<file path="src/rtl/core/stv_pkg.sv">
// shared constants, codes and types of the scrolling text window
package stv_pkg;

  // text store and window geometry
  localparam int TEXT_DEPTH   = 64;
  localparam int WINDOW_WIDTH = 10;
  localparam int CNT_W        = $clog2(TEXT_DEPTH);
  localparam int IDX_W        = CNT_W + 1;
  localparam int COL_W        = 4;
  localparam int CHAR_W       = 8;
  localparam int TIME_W       = 32;
  localparam int CFG_W        = 16;
  localparam int OUT_DATA_W   = 16;

  localparam logic [CHAR_W-1:0] SPACE_CHAR = 8'h20;
  localparam logic [CFG_W-1:0]  SCROLL_IVL_RST = 16'd300;
  localparam logic [CFG_W-1:0]  END_PAUSE_RST  = 16'd1000;
  localparam logic [CNT_W-1:0]  WIN_LEN  = CNT_W'(WINDOW_WIDTH);
  localparam logic [CNT_W-1:0]  MAX_CNT  = CNT_W'(TEXT_DEPTH - 1);
  localparam logic [COL_W-1:0]  LAST_COL = COL_W'(WINDOW_WIDTH - 1);

  // configuration register indexes
  typedef enum logic {
    REG_SCROLL_INTERVAL = 1'b0,
    REG_END_PAUSE       = 1'b1
  } cfg_reg_e;

  // input item kinds
  typedef enum logic {
    CMD_TICK = 1'b0,
    CMD_BYTE = 1'b1
  } cmd_e;

  // sequencer states
  typedef enum logic [3:0] {
    ST_IDLE,
    ST_TICK,
    ST_PAUSE_CHK,
    ST_ELAPSED,
    ST_INTERVAL,
    ST_STEP,
    ST_ARM,
    ST_LAUNCH,
    ST_WAIT
  } state_e;

  // operands of the shared adder
  typedef struct packed {
    logic [TIME_W-1:0] a;
    logic [TIME_W-1:0] b;
    logic              sub;
  } alu_op_t;

  // frame request from the sequencer
  typedef struct packed {
    logic             start;
    logic [CNT_W-1:0] pos;
    logic [CNT_W-1:0] len;
  } frame_req_t;

  // frame generator status
  typedef struct packed {
    logic busy;
  } frame_sts_t;

endpackage

</file>
<file path="src/rtl/core/stv_ram.sv">
// generic single-port-write ram with registered read
module stv_ram #(
  parameter int WIDTH = 8,
  parameter int DEPTH = 64
) (
  input  logic                     clk_i,
  input  logic                     we_i,
  input  logic [$clog2(DEPTH)-1:0] waddr_i,
  input  logic [WIDTH-1:0]         wdata_i,
  input  logic                     re_i,
  input  logic [$clog2(DEPTH)-1:0] raddr_i,
  output logic [WIDTH-1:0]         rdata_o
);

  logic [WIDTH-1:0] mem_q [DEPTH];
  logic [WIDTH-1:0] rdata_q;

  // write and registered read, data holds while no read is issued
  always_ff @(posedge clk_i) begin
    if (we_i) begin
      mem_q[waddr_i] <= wdata_i;
    end
    if (re_i) begin
      rdata_q <= mem_q[raddr_i];
    end
  end

  assign rdata_o = rdata_q;

endmodule

</file>
<file path="src/rtl/core/stv_alu.sv">
// shared 32-bit add/subtract unit with carry out
module stv_alu (
  input  stv_pkg::alu_op_t          op_i,
  output logic [stv_pkg::TIME_W-1:0] sum_o,
  output logic                       carry_o
);

  logic [stv_pkg::TIME_W-1:0] b_eff;

  // subtract as a plus inverted b plus one, carry set means no borrow
  assign b_eff = op_i.sub ? ~op_i.b : op_i.b;
  assign {carry_o, sum_o} = {1'b0, op_i.a} + {1'b0, b_eff}
                          + {{stv_pkg::TIME_W{1'b0}}, op_i.sub};

endmodule

</file>
<file path="src/rtl/core/stv_frame.sv">
// frame generator: reads one window column per cycle into the output register while it is free or being taken
module stv_frame (
  input  logic                         clk_i,
  input  logic                         rst_ni,
  input  stv_pkg::frame_req_t          req_i,
  output stv_pkg::frame_sts_t          sts_o,
  output logic                         rd_en_o,
  output logic [stv_pkg::CNT_W-1:0]    rd_addr_o,
  input  logic [stv_pkg::CHAR_W-1:0]   rd_data_i,
  output logic                         valid_o,
  input  logic                         ready_i,
  output logic [stv_pkg::COL_W-1:0]    pos_o,
  output logic [stv_pkg::CHAR_W-1:0]   char_o,
  output logic                         last_o
);

  logic                         busy_q;
  logic [stv_pkg::COL_W-1:0]    col_q;
  logic [stv_pkg::CNT_W-1:0]    base_q;
  logic [stv_pkg::CNT_W-1:0]    len_q;
  logic                         rng_q, rng_d;
  logic                         valid_q;
  logic [stv_pkg::COL_W-1:0]    pos_q;
  logic [stv_pkg::CHAR_W-1:0]   char_q;
  logic                         last_q;

  logic                         can_load;
  logic                         done_col;
  logic [stv_pkg::COL_W-1:0]    nxt_col;
  logic [stv_pkg::IDX_W-1:0]    rd_idx;
  logic [stv_pkg::CNT_W-1:0]    rd_len;

  // column advance when the output register is free or being taken
  assign can_load = busy_q & (~valid_q | ready_i);
  assign done_col = (col_q == stv_pkg::LAST_COL);
  assign nxt_col  = col_q + 1'b1;

  // read address of the next column, first column on start
  assign rd_idx  = req_i.start ? {1'b0, req_i.pos}
                               : ({1'b0, base_q} + stv_pkg::IDX_W'(nxt_col));
  assign rd_len  = req_i.start ? req_i.len : len_q;
  assign rd_en_o = req_i.start | (can_load & ~done_col);
  assign rd_addr_o = rd_idx[stv_pkg::CNT_W-1:0];
  assign rng_d   = rd_en_o ? (rd_idx < {1'b0, rd_len}) : rng_q;

  // column sequencer
  always_ff @(posedge clk_i or negedge rst_ni) begin
    if (!rst_ni) begin
      busy_q <= 1'b0;
      col_q  <= '0;
      rng_q  <= 1'b0;
    end else begin
      rng_q <= rng_d;
      if (req_i.start) begin
        busy_q <= 1'b1;
        col_q  <= '0;
      end else if (can_load) begin
        if (done_col) begin
          busy_q <= 1'b0;
        end else begin
          col_q <= nxt_col;
        end
      end
    end
  end

  // frame base and text length
  always_ff @(posedge clk_i) begin
    if (req_i.start) begin
      base_q <= req_i.pos;
      len_q  <= req_i.len;
    end
  end

  // output register valid
  always_ff @(posedge clk_i or negedge rst_ni) begin
    if (!rst_ni) begin
      valid_q <= 1'b0;
    end else if (can_load) begin
      valid_q <= 1'b1;
    end else if (ready_i) begin
      valid_q <= 1'b0;
    end
  end

  // output register payload, space past the end of text
  always_ff @(posedge clk_i) begin
    if (can_load) begin
      pos_q  <= col_q;
      char_q <= rng_q ? rd_data_i : stv_pkg::SPACE_CHAR;
      last_q <= done_col;
    end
  end

  assign sts_o.busy = busy_q;
  assign valid_o    = valid_q;
  assign pos_o      = pos_q;
  assign char_o     = char_q;
  assign last_o     = last_q;

`ifndef SYNTHESIS
  a_no_restart: assert property (@(posedge clk_i) disable iff (!rst_ni)
    req_i.start |-> !busy_q)
    else $error("frame start while a frame is in progress");

  a_col_range: assert property (@(posedge clk_i) disable iff (!rst_ni)
    busy_q |-> (col_q <= stv_pkg::LAST_COL))
    else $error("column counter past the window");

  a_last_ends: assert property (@(posedge clk_i) disable iff (!rst_ni)
    (can_load && done_col) |=> (!busy_q && valid_q && last_q))
    else $error("last column did not close the frame");
`endif

endmodule

</file>
<file path="src/rtl/core/scrolling_text_window.sv">
// Scrolling text window: keeps up to 63 text characters in a 64-entry store and
// emits 10-character frames of a scrolling window. A tick ends after the tick
// count when no scroll decision is due (partial load or short text), after the
// pause check when the pause has not run out, after the interval check when the
// interval has not, and otherwise runs the shared 32-bit adder steps (tick count,
// pause check, elapsed time, interval check, pause rearm at the end of the text)
// before the frame starts. A frame puts one column per cycle into the output
// register while the output is not stalled, reading the text store's single read
// port, and holds the block until its last column is loaded; a committing byte rearms the pause first.
module scrolling_text_window (
  input  logic                               clk_i,
  input  logic                               rst_ni,
  // input items
  input  logic                               s_axis_tvalid,
  output logic                               s_axis_tready,
  input  logic [stv_pkg::CHAR_W-1:0]         s_axis_tdata,   // text_byte[7:0]
  input  logic                               s_axis_tuser,   // cmd[0]
  input  logic                               s_axis_tlast,   // final_byte
  // result items
  output logic                               m_axis_tvalid,
  input  logic                               m_axis_tready,
  output logic [stv_pkg::OUT_DATA_W-1:0]     m_axis_tdata,   // position[3:0], frame_char[11:4]
  output logic                               m_axis_tlast,   // frame_last
  // configuration writes
  input  logic                               cfg_we_i,
  input  logic                               cfg_idx_i,
  input  logic [stv_pkg::CFG_W-1:0]          cfg_data_i
);

  stv_pkg::state_e              state_q, state_d;
  logic [stv_pkg::TIME_W-1:0]   time_now_q, time_now_d;
  logic [stv_pkg::TIME_W-1:0]   last_scroll_q, last_scroll_d;
  logic [stv_pkg::TIME_W-1:0]   pause_until_q, pause_until_d;
  logic [stv_pkg::TIME_W-1:0]   diff_q, diff_d;
  logic [stv_pkg::CNT_W-1:0]    text_len_q, text_len_d;
  logic [stv_pkg::CNT_W-1:0]    load_cnt_q, load_cnt_d;
  logic [stv_pkg::CNT_W-1:0]    scroll_pos_q, scroll_pos_d;
  logic                         loading_q, loading_d;
  logic                         zero_seen_q, zero_seen_d;
  logic [stv_pkg::CFG_W-1:0]    scroll_ivl_q;
  logic [stv_pkg::CFG_W-1:0]    end_pause_q;

  logic                         accept;
  logic                         is_byte;
  logic [stv_pkg::CNT_W-1:0]    eff_cnt;
  logic                         zero_now;
  logic                         wr_ok;
  logic [stv_pkg::CNT_W-1:0]    new_cnt;
  logic                         len_gt_win;
  logic [stv_pkg::CNT_W-1:0]    last_pos;
  logic [stv_pkg::CNT_W-1:0]    pos_inc;

  stv_pkg::alu_op_t             alu_op;
  logic [stv_pkg::TIME_W-1:0]   alu_sum;
  logic                         alu_co;

  stv_pkg::frame_req_t          frm_req;
  stv_pkg::frame_sts_t          frm_sts;
  logic                         rd_en;
  logic [stv_pkg::CNT_W-1:0]    rd_addr;
  logic [stv_pkg::CHAR_W-1:0]   rd_data;
  logic [stv_pkg::COL_W-1:0]    frm_pos;
  logic [stv_pkg::CHAR_W-1:0]   frm_char;

  // input handshake
  assign s_axis_tready = (state_q == stv_pkg::ST_IDLE);
  assign accept  = s_axis_tvalid & s_axis_tready;
  assign is_byte = (s_axis_tuser == stv_pkg::CMD_BYTE);

  // text load bookkeeping, a new load starts from an empty count
  assign eff_cnt  = loading_q ? load_cnt_q : '0;
  assign zero_now = (loading_q & zero_seen_q) | (s_axis_tdata == '0);
  assign wr_ok    = accept & is_byte & ~zero_now & (eff_cnt < stv_pkg::MAX_CNT);
  assign new_cnt  = eff_cnt + {{(stv_pkg::CNT_W-1){1'b0}}, wr_ok};

  // scroll limits
  assign len_gt_win = (text_len_q > stv_pkg::WIN_LEN);
  assign last_pos   = text_len_q - stv_pkg::WIN_LEN;
  assign pos_inc    = scroll_pos_q + 1'b1;

  // next state
  always_comb begin
    state_d = state_q;
    case (state_q)
      stv_pkg::ST_IDLE: begin
        if (accept) begin
          if (!is_byte) begin
            state_d = stv_pkg::ST_TICK;
          end else if (s_axis_tlast) begin
            state_d = stv_pkg::ST_ARM;
          end
        end
      end
      stv_pkg::ST_TICK: begin
        state_d = (loading_q || !len_gt_win) ? stv_pkg::ST_IDLE : stv_pkg::ST_PAUSE_CHK;
      end
      stv_pkg::ST_PAUSE_CHK: begin
        state_d = alu_co ? stv_pkg::ST_ELAPSED : stv_pkg::ST_IDLE;
      end
      stv_pkg::ST_ELAPSED: begin
        state_d = stv_pkg::ST_INTERVAL;
      end
      stv_pkg::ST_INTERVAL: begin
        state_d = alu_co ? stv_pkg::ST_STEP : stv_pkg::ST_IDLE;
      end
      stv_pkg::ST_STEP: begin
        state_d = (pos_inc >= last_pos) ? stv_pkg::ST_ARM : stv_pkg::ST_LAUNCH;
      end
      stv_pkg::ST_ARM: begin
        state_d = stv_pkg::ST_LAUNCH;
      end
      stv_pkg::ST_LAUNCH: begin
        state_d = stv_pkg::ST_WAIT;
      end
      stv_pkg::ST_WAIT: begin
        state_d = frm_sts.busy ? stv_pkg::ST_WAIT : stv_pkg::ST_IDLE;
      end
      default: begin
        state_d = stv_pkg::ST_IDLE;
      end
    endcase
  end

  // adder operands and frame request per state
  always_comb begin
    alu_op.a   = time_now_q;
    alu_op.b   = '0;
    alu_op.sub = 1'b0;
    case (state_q)
      stv_pkg::ST_TICK: begin
        alu_op.b = stv_pkg::TIME_W'(1);
      end
      stv_pkg::ST_PAUSE_CHK: begin
        alu_op.b   = pause_until_q;
        alu_op.sub = 1'b1;
      end
      stv_pkg::ST_ELAPSED: begin
        alu_op.b   = last_scroll_q;
        alu_op.sub = 1'b1;
      end
      stv_pkg::ST_INTERVAL: begin
        alu_op.a   = diff_q;
        alu_op.b   = stv_pkg::TIME_W'(scroll_ivl_q);
        alu_op.sub = 1'b1;
      end
      stv_pkg::ST_ARM: begin
        alu_op.b = stv_pkg::TIME_W'(end_pause_q);
      end
      default: begin
        alu_op.b = '0;
      end
    endcase
    frm_req.start = (state_q == stv_pkg::ST_LAUNCH);
    frm_req.pos   = scroll_pos_q;
    frm_req.len   = text_len_q;
  end

  // state register updates
  always_comb begin
    time_now_d    = time_now_q;
    last_scroll_d = last_scroll_q;
    pause_until_d = pause_until_q;
    diff_d        = diff_q;
    text_len_d    = text_len_q;
    load_cnt_d    = load_cnt_q;
    scroll_pos_d  = scroll_pos_q;
    loading_d     = loading_q;
    zero_seen_d   = zero_seen_q;
    case (state_q)
      stv_pkg::ST_IDLE: begin
        if (accept && is_byte) begin
          loading_d   = ~s_axis_tlast;
          load_cnt_d  = new_cnt;
          zero_seen_d = zero_now;
          if (s_axis_tlast) begin
            text_len_d    = new_cnt;
            scroll_pos_d  = '0;
            last_scroll_d = time_now_q;
          end
        end
      end
      stv_pkg::ST_TICK: begin
        time_now_d = alu_sum;
      end
      stv_pkg::ST_ELAPSED: begin
        diff_d = alu_sum;
      end
      stv_pkg::ST_STEP: begin
        last_scroll_d = time_now_q;
        scroll_pos_d  = (pos_inc > last_pos) ? '0 : pos_inc;
      end
      stv_pkg::ST_ARM: begin
        pause_until_d = alu_sum;
      end
      default: begin
        time_now_d = time_now_q;
      end
    endcase
  end

  // control registers
  always_ff @(posedge clk_i or negedge rst_ni) begin
    if (!rst_ni) begin
      state_q       <= stv_pkg::ST_IDLE;
      time_now_q    <= '0;
      last_scroll_q <= '0;
      pause_until_q <= '0;
      text_len_q    <= '0;
      load_cnt_q    <= '0;
      scroll_pos_q  <= '0;
      loading_q     <= 1'b0;
      zero_seen_q   <= 1'b0;
    end else begin
      state_q       <= state_d;
      time_now_q    <= time_now_d;
      last_scroll_q <= last_scroll_d;
      pause_until_q <= pause_until_d;
      text_len_q    <= text_len_d;
      load_cnt_q    <= load_cnt_d;
      scroll_pos_q  <= scroll_pos_d;
      loading_q     <= loading_d;
      zero_seen_q   <= zero_seen_d;
    end
  end

  // elapsed time scratch
  always_ff @(posedge clk_i) begin
    diff_q <= diff_d;
  end

  // configuration registers
  always_ff @(posedge clk_i or negedge rst_ni) begin
    if (!rst_ni) begin
      scroll_ivl_q <= stv_pkg::SCROLL_IVL_RST;
      end_pause_q  <= stv_pkg::END_PAUSE_RST;
    end else if (cfg_we_i) begin
      case (stv_pkg::cfg_reg_e'(cfg_idx_i))
        stv_pkg::REG_SCROLL_INTERVAL: scroll_ivl_q <= cfg_data_i;
        stv_pkg::REG_END_PAUSE:       end_pause_q  <= cfg_data_i;
        default:                      scroll_ivl_q <= scroll_ivl_q;
      endcase
    end
  end

  // shared adder
  stv_alu u_alu (
    .op_i    (alu_op),
    .sum_o   (alu_sum),
    .carry_o (alu_co)
  );

  // text store
  stv_ram #(
    .WIDTH (stv_pkg::CHAR_W),
    .DEPTH (stv_pkg::TEXT_DEPTH)
  ) u_text_ram (
    .clk_i   (clk_i),
    .we_i    (wr_ok),
    .waddr_i (eff_cnt),
    .wdata_i (s_axis_tdata),
    .re_i    (rd_en),
    .raddr_i (rd_addr),
    .rdata_o (rd_data)
  );

  // frame generator
  stv_frame u_frame (
    .clk_i     (clk_i),
    .rst_ni    (rst_ni),
    .req_i     (frm_req),
    .sts_o     (frm_sts),
    .rd_en_o   (rd_en),
    .rd_addr_o (rd_addr),
    .rd_data_i (rd_data),
    .valid_o   (m_axis_tvalid),
    .ready_i   (m_axis_tready),
    .pos_o     (frm_pos),
    .char_o    (frm_char),
    .last_o    (m_axis_tlast)
  );

  assign m_axis_tdata = {{(stv_pkg::OUT_DATA_W - stv_pkg::COL_W - stv_pkg::CHAR_W){1'b0}},
                         frm_char, frm_pos};

`ifndef SYNTHESIS
  a_pos_bound: assert property (@(posedge clk_i) disable iff (!rst_ni)
    len_gt_win |-> (scroll_pos_q <= last_pos))
    else $error("scroll position past the end position");

  a_short_still: assert property (@(posedge clk_i) disable iff (!rst_ni)
    !len_gt_win |-> (scroll_pos_q == '0))
    else $error("short text has moved");

  a_idle_no_frame: assert property (@(posedge clk_i) disable iff (!rst_ni)
    s_axis_tready |-> !frm_sts.busy)
    else $error("input taken while a frame is being built");
`endif

endmodule
</file>
<file path="config.mk">
export PLATFORM = sky130hd
export DESIGN_NAME = scrolling_text_window
export DESIGN_NICKNAME = d
export VERILOG_FILES = /design/src/rtl/core/stv_pkg.sv /design/src/rtl/core/stv_ram.sv /design/src/rtl/core/stv_alu.sv /design/src/rtl/core/stv_frame.sv /design/src/rtl/core/scrolling_text_window.sv
export SDC_FILE = /design/constraint.sdc
export NUM_CORES = 1
export LEC_CHECK = 0
export ABC_CLOCK_PERIOD_IN_PS = 4770
export BUFFER_PORTS_ARGS = -buffer_cell sky130_fd_sc_hd__buf_2
export CAP_MARGIN = 20
export CORE_UTILIZATION = 40
export CTS_CLUSTER_DIAMETER = 80
export DETAILED_ROUTE_END_ITERATION = 16
export GPL_TIMING_DRIVEN = 1
export PLACE_DENSITY = 0.63
export SYNTH_ARGS = -nofsm -noshare
export SYNTH_HDL_FRONTEND = slang
export SYNTH_SLANG_ARGS = --single-unit
</file>
<file path="constraint.sdc">
create_clock -name clk_i -period 4.77 [get_ports clk_i]
set_clock_uncertainty 0.15 [all_clocks]
set_input_delay 1.431 -clock clk_i [delete_from_list [all_inputs] [get_ports clk_i]]
set_output_delay 1.431 -clock clk_i [all_outputs]
set_load 0.05 [all_outputs]
</file>
### After elaboration in Yosys (flattened, before gate mapping)

Memories as Yosys holds them, arrays and structs flattened. A register that Yosys moved wholly into a read port is not among the register bits.
Cells that the tools add are included.

| cells by class | value |
|---|---|
| bitwise gates (word level) | 16 |
| $add $sub $neg | 7 |
| reductions and logical operators | 18 |
| $mul | 0 |
| eq/ne operators | 14 |
| order comparisons | 5 |
| divide/modulo/power cells | 0 |
| shift-type cells | 0 |
| muxes and demuxes | 33 |

Operator list:

| cell | number |
|---|---|
| one-hot mux 32 bit (5 select lines) | 1 |
| 2-to-1 mux 32 bit | 4 |
| one-hot mux 32 bit (2 select lines) | 1 |
| one-hot mux 4 bit (9 select lines) | 1 |
| adder 32 x 32 -> 33 bit | 1 |
| adder 33 x 1 -> 33 bit | 1 |
| NOT 32 bit | 1 |
| 2-to-1 mux 6 bit | 5 |
| 2-to-1 mux 4 bit | 7 |
| == test 4 x 3 -> 1 bit (second input constant) | 4 |
| one-hot mux 6 bit (2 select lines) | 1 |
| AND reduction 2 bit | 6 |
| 2-to-1 mux 1 bit | 9 |
| == test 4 x 2 -> 1 bit (second input constant) | 2 |
| == test 4 bit (second input constant) | 2 |
| logical NOT 8 bit | 1 |
| != test 2 x 1 -> 1 bit (second input constant) | 4 |
| nonzero test 2 bit | 4 |
| adder 6 x 4 -> 7 bit | 1 |
| AND 1 bit | 7 |
| less-than comparator 7 x 6 -> 1 bit | 1 |
| 2-to-1 mux 7 bit | 1 |
| adder 6 x 1 -> 6 bit | 1 |
| adder 6 x 1 -> 6 bit (second input constant) | 1 |
| other kinds (18) | 26 |

| word-level totals | value |
|---|---|
| memory bits (writable) | 512 |
| ROM bits | 0 |
| bits of input ports | 32 |
| bits in latches | 0 |
| memories | 1 |
| word-level logic and storage cells | 115 |
| register bits | 216 |

Memory list:

| memory | depth | width | rd ports | clocked after memory_dff | write ports | line | source |
|---|---|---|---|---|---|---|---|
| u_text_ram.mem_q | 64 | 8 | 1 | 1 | 1 | stv_ram.sv:15 | `logic [WIDTH-1:0] mem_q [DEPTH];` |

### Depth between registers and ports, before layout

Gate-level depths: netlist (run 1).

| logic depth | value |
|---|---|
| depth in word-level cells | 8 |
| depth in mapped cells | 17 |
| mapped depth without buffers | 14 |

### Modules after synthesis

A second synthesis (run 1) with hierarchy kept.

| second synthesis, totals | value |
|---|---|
| cell total of the unflattened synthesis | 1969 |
| area, all modules | 32187.1 um2 |

Modules (own cells, without submodules):

| module | times used | seq. area each (um2) | area an instance (um2) | cells each |
|---|---|---|---|---|
| stv_ram | 1 | 15615.0 | 20246.9 | 940 |
| scrolling_text_window | 1 | 4777.1 | 8269.2 | 598 |
| stv_alu | 1 | 0.0 | 2100.8 | 300 |
| stv_frame | 1 | 865.8 | 1570.3 | 131 |

### Least setup slack after synthesis (run 1)

Ideal clock, no wire load.

| timing | value |
|---|---|
| kind | flip-flop to flip-flop |
| start | reg state_q[1] |
| end | reg pause_until_q[27] (netlist bit) |
| setup slack | 0.240 ns |
| cell stages (with the launch flop) | 14 |
| clock period less this slack | 4.530 ns |
| data arrival time | 4.256 ns |
| path through | dfrtp_1 > clkbuf_1 > and3_1 > clkbuf_1 > clkbuf_1 > a221oi_1 > ha_1 > a21o_1 > a21o_1 > a21oi_1 > or3b_2 > a31oi_1 > nor4_2 > mux2_2 |

| between the ends | value |
|---|---|
| cells in the longest elaborated chain, start to end | 6 |
| elaborated cells between the ends (all ways) | 13 |

Ends and longest elaborated chain:

| item | line | source |
|---|---|---|
| start, declared | scrolling_text_window.sv:30 | `stv_pkg::state_e state_q, state_d;` |
| start signal, assigned | scrolling_text_window.sv:204 | `state_q <= stv_pkg::ST_IDLE;` |
| start signal, assigned | scrolling_text_window.sv:214 | `state_q <= state_d;` |
| == test 4 x 3 -> 1 bit (tied with other cells) | scrolling_text_window.sv:129 | `case (state_q)` |
| one-hot mux 32 bit (5 select lines) or OR reduction 3 bit (tied branches) | - |  |
| NOT 32 bit or 2-to-1 mux 1 bit (tied branches) | stv_alu.sv:11, scrolling_text_window.sv:129 |  |
| 2-to-1 mux 32 bit | stv_alu.sv:11 | `assign b_eff = op_i.sub ? ~op_i.b : op_i.b;` |
| adder 32 x 32 -> 33 bit | stv_alu.sv:12 | `assign {carry_o, sum_o} = {1'b0, op_i.a} + {1'b0, b_eff}` |
| adder 33 x 1 -> 33 bit * | stv_alu.sv:13 | `+ {{stv_pkg::TIME_W{1'b0}}, op_i.sub};` |
| named net alu_sum, one bit | scrolling_text_window.sv:54 | `logic [stv_pkg::TIME_W-1:0] alu_sum;` |
| end signal, assigned | scrolling_text_window.sv:217 | `pause_until_q <= pause_until_d;` |
| end, declared | scrolling_text_window.sv:33 | `logic [stv_pkg::TIME_W-1:0] pause_until_q, pause_until_d;` |

The timed path passes the listed nets; every way through them passes the cells marked *.
A chain may end at the register's enable or synchronous reset.

### Worst setup path in the final report (run 1)

| timing | value |
|---|---|
| start | reg state_q[0] |
| end | reg diff_q[20] (netlist bit), data pin |

| between the ends | value |
|---|---|
| cells in the longest elaborated chain, start to end | 6 |
| elaborated cells between the ends (all ways) | 13 |

Ends and longest elaborated chain:

| item | line | source |
|---|---|---|
| == test 4 x 3 -> 1 bit (tied with other cells) | scrolling_text_window.sv:129 |  |
| one-hot mux 32 bit (5 select lines) or OR reduction 3 bit (tied branches) | - |  |
| NOT 32 bit or 2-to-1 mux 1 bit (tied branches) | stv_alu.sv:11, scrolling_text_window.sv:129 |  |
| 2-to-1 mux 32 bit | stv_alu.sv:11 |  |
| adder 32 x 32 -> 33 bit | stv_alu.sv:12 |  |
| adder 33 x 1 -> 33 bit * | stv_alu.sv:13 |  |
| named net alu_sum, one bit | scrolling_text_window.sv:54 |  |
| end signal, assigned | scrolling_text_window.sv:228 | `diff_q <= diff_d;` |
| end, declared | scrolling_text_window.sv:34 | `logic [stv_pkg::TIME_W-1:0] diff_q, diff_d;` |

Marked as above.

==> results of run 1 <==
[through the flow]
step / worst slack (ns) / area [µm²] / std cells / utilization, % / hold slack [ns]
2_1_floorplan: 0.240 / 32900 / 2349 / - / 0.268
3_3_place_gp: 0.219 / 34600 / 3392 / 42.8 / 0.287
3_5_place_dp: 0.0941 / 34700 / 3393 / 42.8 / 0.297
4_1_cts: 0.0340 / 37200 / 3533 / 45.9 / 0.312
5_1_grt: 0.0277 / 37200 / 3534 / 46.0 / 0.344
6_report: 0.283 / 37200 / 3534 / 46.0 / 0.321
[Yosys cell counts (all sizes together) (9+ instances only)]
master  count  area (µm²)
nor2      102         385
a22o       18         158
nand4      11        68.8
nand2     147         552
xor2       14         123
and2       20         125
o21a       10        75.1
ha         52         651
o21ai      88         440
mux2      140        1580
o211ai     44         330
a21oi      51         255
nand2b     14        87.6
xnor2      29         254
a221oi     19         166
edfxtp    571       17100
a211o      33         289
dfrtp     149        3730
buf        48         236
nand3      65         325
mux2i     319        3190
nor2b      45         282
a21o       18         135
clkbuf     87         327
a211oi     38         285
inv        62         233
nor3       14        70.1
and3       14        87.6
nand4b      9        78.8
dfstp      10         263
a222oi     15         150
[final cells by class]
class	count	share of cell area, %
sequential	736	57.1
multi-input combinational	1416	29.3
clock buffer	96	5.57
tap	1060	3.56
timing repair buffer	120	2.56
clock inverter	44	1.24
inverter	62	0.625
[how the worst min path moves through the flow]
stage                                   to
final                     u_frame.len_q[1]
after global routing      u_frame.len_q[2]
after CTS                 u_frame.len_q[2]
after detailed placement  u_frame.len_q[2]
after global placement    u_frame.len_q[2]
after floorplan           u_frame.len_q[1]
[power by group through the flow]
stage / Sequential, mW / Clock (mW) / Combinational, mW
6_report: 8.32 / 5.99 / 13.3
5_1_grt: 8.40 / 6.35 / 14.5
4_1_cts: 8.32 / 6.12 / 13.3
3_5_place_dp: 8.45 / 0 / 13.2
3_3_place_gp: 8.43 / 0 / 13.0
2_1_floorplan: 8.40 / 0 / 9.30
[layer usage]
layer / up-vias / share of wire, % / global-route usage [%]
met5: - / 0.036 / 0
met4: 4 / 3.4 / 7.21
met3: 148 / 5.0 / 2.76
met2: 491 / 48 / 29.8
met1: 9546 / 44 / 23.9
li1: 9014 / - / -
[tightest hold or removal path, stage by stage, from the launching register on]
cell	delay, ns
dfxtp_1	0.31
a21oi_1	0.08
inv_1	0.06
[kinds of logic (layout without fill, tap and decap cells)]
| group | after synthesis | after routing | share of synthesized area [%] |
|---|---|---|---|
| AO/OA/AOI/OAI | 378 | 378 | 8.08 |
| XOR/XNOR | 43 | 43 | 1.15 |
| adder cells (fa/ha/maj) | 54 | 54 | 2.10 |
| buffers and inverters | 197 | 322 | 2.42 |
| flip-flops | 736 | 736 | 64.7 |
| multiplexers | 459 | 459 | 14.5 |
| other | 1 | 12 | 0.0114 |
| AND/OR/NAND/NOR | 470 | 470 | 6.98 |
[timing repair]
action	in CTS	in global routing
setup endpoints to repair	0	11
gates resized for setup	0	4
endpoints found under the hold margin	0	0
[flip-flops by register name, indices dropped and copies added, names as in the netlist, 4 cells and up]
| register | count |
|---|---|
| time_now_q | 32 |
| u_frame.char_o | 8 |
| pause_until_q | 32 |
| scroll_ivl_q | 16 |
| state_q | 4 |
| u_frame.col_q | 4 |
| u_text_ram.rdata_o | 8 |
| diff_q | 32 |
| u_frame.pos_o | 4 |
| text_len_q | 6 |
| u_frame.base_q | 6 |
| scroll_pos_q | 6 |
| end_pause_q | 16 |
| last_scroll_q | 32 |
| load_cnt_q | 6 |
| u_frame.len_q | 6 |
| u_text_ram.mem_q | 512 |
==> summary.txt, run 1 <==
CTS tree: yes
Register area: 0.0213 mm²
Fraction of power spent switching nets: 39.9%
Fmax: 223 MHz
Die W: 289 µm
DIE AREA: 0.0833 mm²
Crit start category: flop
Top_reg_cell synth: edfxtp_1
Synthesis-to-layout area growth: 13.3%
Power Total: 27.6 mW
Most frequent cells in the layout: edfxtp_1 (571), mux2i_1 (317), dfrtp_1 (149), nand2_1 (146), mux2_2 (140)
Clk slew on worst S/H paths: 0.06 ns
Leak pwr: 14.2 nW
Starting DRT DRC Count: 1301
Commonest non-fill, non-tap cell in the layout: edfxtp_1
Worst VDD drop: 0.645 mV
Cts hold-fix bufs: 0
Slowest-stage cell, CP: dfrtp_1
CP Class: flop to flop
RR Startpoint: state_q[0]
Io pins: 51
R2R Setup Slk: 0.28 ns
Reg2Reg Depth: 12
GRT overflow: 0
Tcrit/Tclk final: 94.1%
Worst Hold Class: flop to flop
Num rows: 104
Crit path from: state_q[0]
CP delay by family, top: compound AO/OA/AOI/OAI gates
YS warnings: 0
Status: finished, final reports clean
Share of layout cells above drive strength 1: 16.3%
Crit path time final: 4.49 ns
Post-route setup TNS: 0 ns
First-pass GRT wire length: 116000 µm
Setup crit end: diff_q[20]
Buf/Inv on CP: 3
Number of global-route vias before repair: 19.9k
Sequential Power Share: 30.1%
Initial Util: 40.6%
WL/cell: 21.0 µm
WHS Path Cells: 2
Yosys reg bits: 736
Critical path depth: 12
Final setup fails: 0
Max-cap check violation count: 0
Internal: 16.6 mW
Netlist cell types: 73
DP HPWL: 47200 µm
Avg Inst Size Synth: 14.0 µm²
CTS root buf: clkbuf_16
Total global routing track utilization: 18.1%
Cell area after synthesis: 0.0328 mm²
Die Y: 289 µm
Part of the Yosys area used for sequential elements: 64.7%
Routability-driven placement congestion ratio: 0.908
CP Data Arrival Time: 4.72 ns
I/O Buffers: 46
Critical Path Max Stage Delay: 0.55 ns
Core box area: 0.0809 mm²
Clock Sinks: 736
Antenna Cells: 0
H-tree levels: 3
Via count: 19.2k
Largest net degree at the start of global routing: 92
NumNets Final: 2500
Antenna violations before repair: 2
PwrDens: 742 mW/mm²
Buffer count from post-CTS setup fixing: 0
Vias/cell: 5.43
Critical path, cell by cell: nor4b_4 > buf_4 > mux2_2 > ha_1 > a41o_1 > a221oi_1 > o31ai_1 > buf_4 > a21oi_1 > o21ai_0 > xnor2_1 > inv_1
Number of flops mapped to enable cells by yosys: 571
Total Wirelength: 74200 µm
Hold path start: u_frame.len_q[1]
Clk pwr share: 21.7%
Inserted Clock Buffers: 78
Worst-case clock buffer depth: 3
DRT Pass-1 Iters: 6
Worst-Skew Late Latency: 0.63 ns
Post-Syn Instances: 2338
Area of the multi-input gates: 0.0109 mm²
Worst R2R End: diff_q[20]
Worst-Margin Slew: 1.06 ns
Setup crit end kind: flop
Fin. max-slew vios: 0
Max_slew headroom: 28.7%
# fillers: 7082
Cell mode on critical path: buf_4
Switching Power: 11.0 mW
ANT nets after route: 0
Post-synthesis async set-or-reset flop share: 21.6%
CP max FO: 20
DRC Markers: 0
Final Hold Fails: 0
Comb pwr share: 48.2%
RSZ-0062 raised after global routing: false
Worst Path Required: 5.00 ns
Power figures use the tool's default switching activity.
==> run 2: changes to the inputs <==
Settings changed: CORE_ASPECT_RATIO set to 0.6.
==> run 2 against run 1 <==
  * Die area is essentially flat
  * Via count rose by 2.5%
  * Utilization is 0.16 points higher
  * Setup slack got worse by 0.063 ns
  * Register-to-register slack worse by 0.06 ns
  * Hold slack got worse by 0.0030 ns
  * Maximum frequency fell by 1.4%
  * Clock-buffer cell count down 1
  * Critical path type unchanged
  * Critical endpoint is now state_q[2]
  * Largest cell class unchanged
  * Highest routed layer is now met4
==> summary.txt, run 2 (synthesis results as in run 1) <==
Final setup fails: 0 (unchanged)
Worst Hold Class: flop to flop (unchanged)
CTS tree: yes (unchanged)
Clock Sinks: 736 (unchanged)
Worst-case clock buffer depth: 3 (unchanged)
PwrDens: 750 mW/mm² (was 742 mW/mm²)
DIE AREA: 0.0833 mm² (about the same)
Final Hold Fails: 0 (unchanged)
Worst R2R End: state_q[2] (was diff_q[20])
Starting DRT DRC Count: 1913 (was 1301)
Total Wirelength: 77800 µm (was 74200 µm)
DRT Pass-1 Iters: 5 (was 6)
Clk slew on worst S/H paths: 0.06 ns (about the same)
WHS Path Cells: 2 (unchanged)
Worst Path Required: 5.11 ns (was 5.00 ns)
Vias/cell: 5.54 (was 5.43)
RR Startpoint: state_q[0] (unchanged)
Worst VDD drop: 0.936 mV (was 0.645 mV)
Commonest non-fill, non-tap cell in the layout: edfxtp_1 (unchanged)
Initial Util: 40.9% (was 40.6%)
Leak pwr: 14.2 nW (about the same)
Critical path, cell by cell: nor4b_4 > buf_4 > or2_2 > buf_4 > mux2_2 > fa_1 > a211o_1 > a21oi_1 > buf_4 > o31ai_1 > a211oi_1 > nor2_1 > a31oi_1 > buf_4 > o21ai_0 > a31o_2 (was nor4b_4 > buf_4 > mux2_2 > ha_1 > a41o_1 > a221oi_1 > o31ai_1 > buf_4 > a21oi_1 > o21ai_0 > xnor2_1 > inv_1)
Fmax: 220 MHz (was 223 MHz)
R2R Setup Slk: 0.22 ns (was 0.28 ns)
Reg with most FFs: u_text_ram.mem_q (unchanged)
ANT nets after route: 0 (unchanged)
Met2 usage: 25.7% (was 29.8%)
Number of global-route vias before repair: 19.3k (was 19.9k)
DP HPWL: 51500 µm (was 47200 µm)
Crit start category: flop (unchanged)
Via count: 19.7k (was 19.2k)
Die W: 372 µm (was 289 µm)
Total global routing track utilization: 18.8% (was 18.1%)
Routability-driven placement congestion ratio: 0.881 (was 0.908)
Share of layout cells above drive strength 1: 16.7% (was 16.3%)
DRC Markers: 0 (unchanged)
Most Crowded Layer GR: met1 (was met2)
Core box area: 0.0804 mm² (was 0.0809 mm²)
Cts hold-fix bufs: 0 (unchanged)
Die Y: 224 µm (was 289 µm)
Inserted Clock Buffers: 72 (was 78)
Synthesis-to-layout area growth: 12.9% (was 13.3%)
First-pass GRT wire length: 119000 µm (was 116000 µm)
Max-cap check violation count: 0 (unchanged)
WL/cell: 21.9 µm (was 21.0 µm)
Num rows: 80 (was 104)
Layout Cells excl Fill: 3554 (was 3534)
Slowest-stage cell, CP: dfrtp_1 (unchanged)
Power Total: 27.8 mW (was 27.6 mW)
Crit path time final: 4.55 ns (was 4.49 ns)
Max_slew headroom: 27.9% (was 28.7%)
Reg2Reg Depth: 16 (was 12)
Critical Path Max Stage Delay: 0.65 ns (was 0.55 ns)
Largest net degree at the start of global routing: 95 (was 92)
Hold Path End: u_frame.len_q[2] (was u_frame.len_q[1])
Placed cell count: 3417 (was 3393)
Largest register FFs: 512 (unchanged)
CP Class: flop to flop (unchanged)
M1 GR Usage: 30.3% (was 23.9%)
Antenna violations before repair: 0 (was 2)
Tcrit/Tclk final: 95.4% (was 94.1%)
H-tree levels: 3 (unchanged)
Setup crit end kind: flop (unchanged)
Most frequent cells in the layout: edfxtp_1 (571), mux2i_1 (317), dfrtp_1 (149), nand2_1 (146), mux2_2 (140) (unchanged)
Fin. max-slew vios: 0 (unchanged)
Cell mode on critical path: buf_4 (unchanged)
Worst-Margin Slew: 1.08 ns (was 1.06 ns)
CTS root buf: clkbuf_16 (unchanged)
CP Data Arrival Time: 4.89 ns (was 4.72 ns)
I/O Buffers: 46 (unchanged)
GRT overflow: 0 (unchanged)
Hold path start: u_frame.len_q[2] (was u_frame.len_q[1])
Global Route met3 Usage: 3.62% (was 2.76%)
NumNets Final: 2516 (was 2500)
Post-layout util: 46.1% (was 46.0%)
Status: finished, final reports clean (unchanged)
Worst-Skew Late Latency: 0.62 ns (was 0.63 ns)
Io pins: 51 (unchanged)
CP max FO: 13 (was 20)
==> run 2: cell types whose count changed in the layout (fill, tap and decap cells not counted), moves of 2 or more <==
| cell | delta |
|---|---|
| buf_4 | +20 |
| bufinv_16 | -4 |
| clkbuf_1 | +2 |
| clkbuf_16 | -6 |
| clkbuf_8 | +4 |
| clkinv_1 | -2 |
| clkinv_4 | +2 |
| clkinv_8 | -2 |
| clkinvlp_4 | -2 |
==> run 2: metrics by stage <==
step	area, µm²	TNS, ns	worst slack (ns)	hold WS [ns]
2_1_floorplan	32900	0	0.240	0.268
3_3_place_gp	34800	0	0.264	0.283
3_5_place_dp	34800	0	0.198	0.290
4_1_cts	37000	0	0.150	0.308
5_1_grt	37100	-0.00784	-0.00784	0.341
6_report	37100	0	0.221	0.318
==> run 2: repair_timing <==
item,in CTS,in global routing
setup endpoints to repair,0,13
buffers inserted,0,2
resized for setup,0,3
==> run 2: layout make-up <==
type	instances	area [µm²]
fillers	6984	43300
flip-flops and latches	736	21300
multi-input cells	1416	10900
clock buffers	95	1970
well taps	1066	1330
repair buffers	142	1120
clock inverters	36	269
inverters	62	233
diodes	1	2.50
==> run 2: worst max path at each step <==
stage / start / to / slack, ns / depth (start not counted)
5_1_grt: state_q[0] / pause_until_q[30] / -0.008 / 16
3_5_place_dp: state_q[1] / state_q[2] / 0.20 / 14
2_1_floorplan: state_q[1] / pause_until_q[27] / 0.24 / 13
4_1_cts: state_q[1] / state_q[2] / 0.15 / 14
3_3_place_gp: state_q[1] / diff_q[28] / 0.26 / 14
6_report: state_q[0] / state_q[2] / 0.22 / 16
==> run 2: report_power, final <==
part / switching, mW / internal, mW
sequential: 0.477 / 7.86
combinational: 8.57 / 5.43
clock: 2.41 / 3.09
==> run 2: critical path, delay by kind of cell (launching register included) <==
kind / cells / cell delay [ns]
AOI/OAI and AO/OA: 7 / 1.59
buffers and inverters: 4 / 0.66
DFF: 1 / 0.65
and+or+nand+nor: 3 / 0.66
muxes: 1 / 0.27
adders and majority gates: 1 / 0.44
==> run 2: routing by layer <==
| layer | vias up | routed length, µm |
|---|---|---|
| met5 | - | 0 |
| met4 | 0 | 1190 |
| met3 | 81 | 5220 |
| met2 | 573 | 32100 |
| met1 | 9988 | 39300 |
| li1 | 9040 | - |
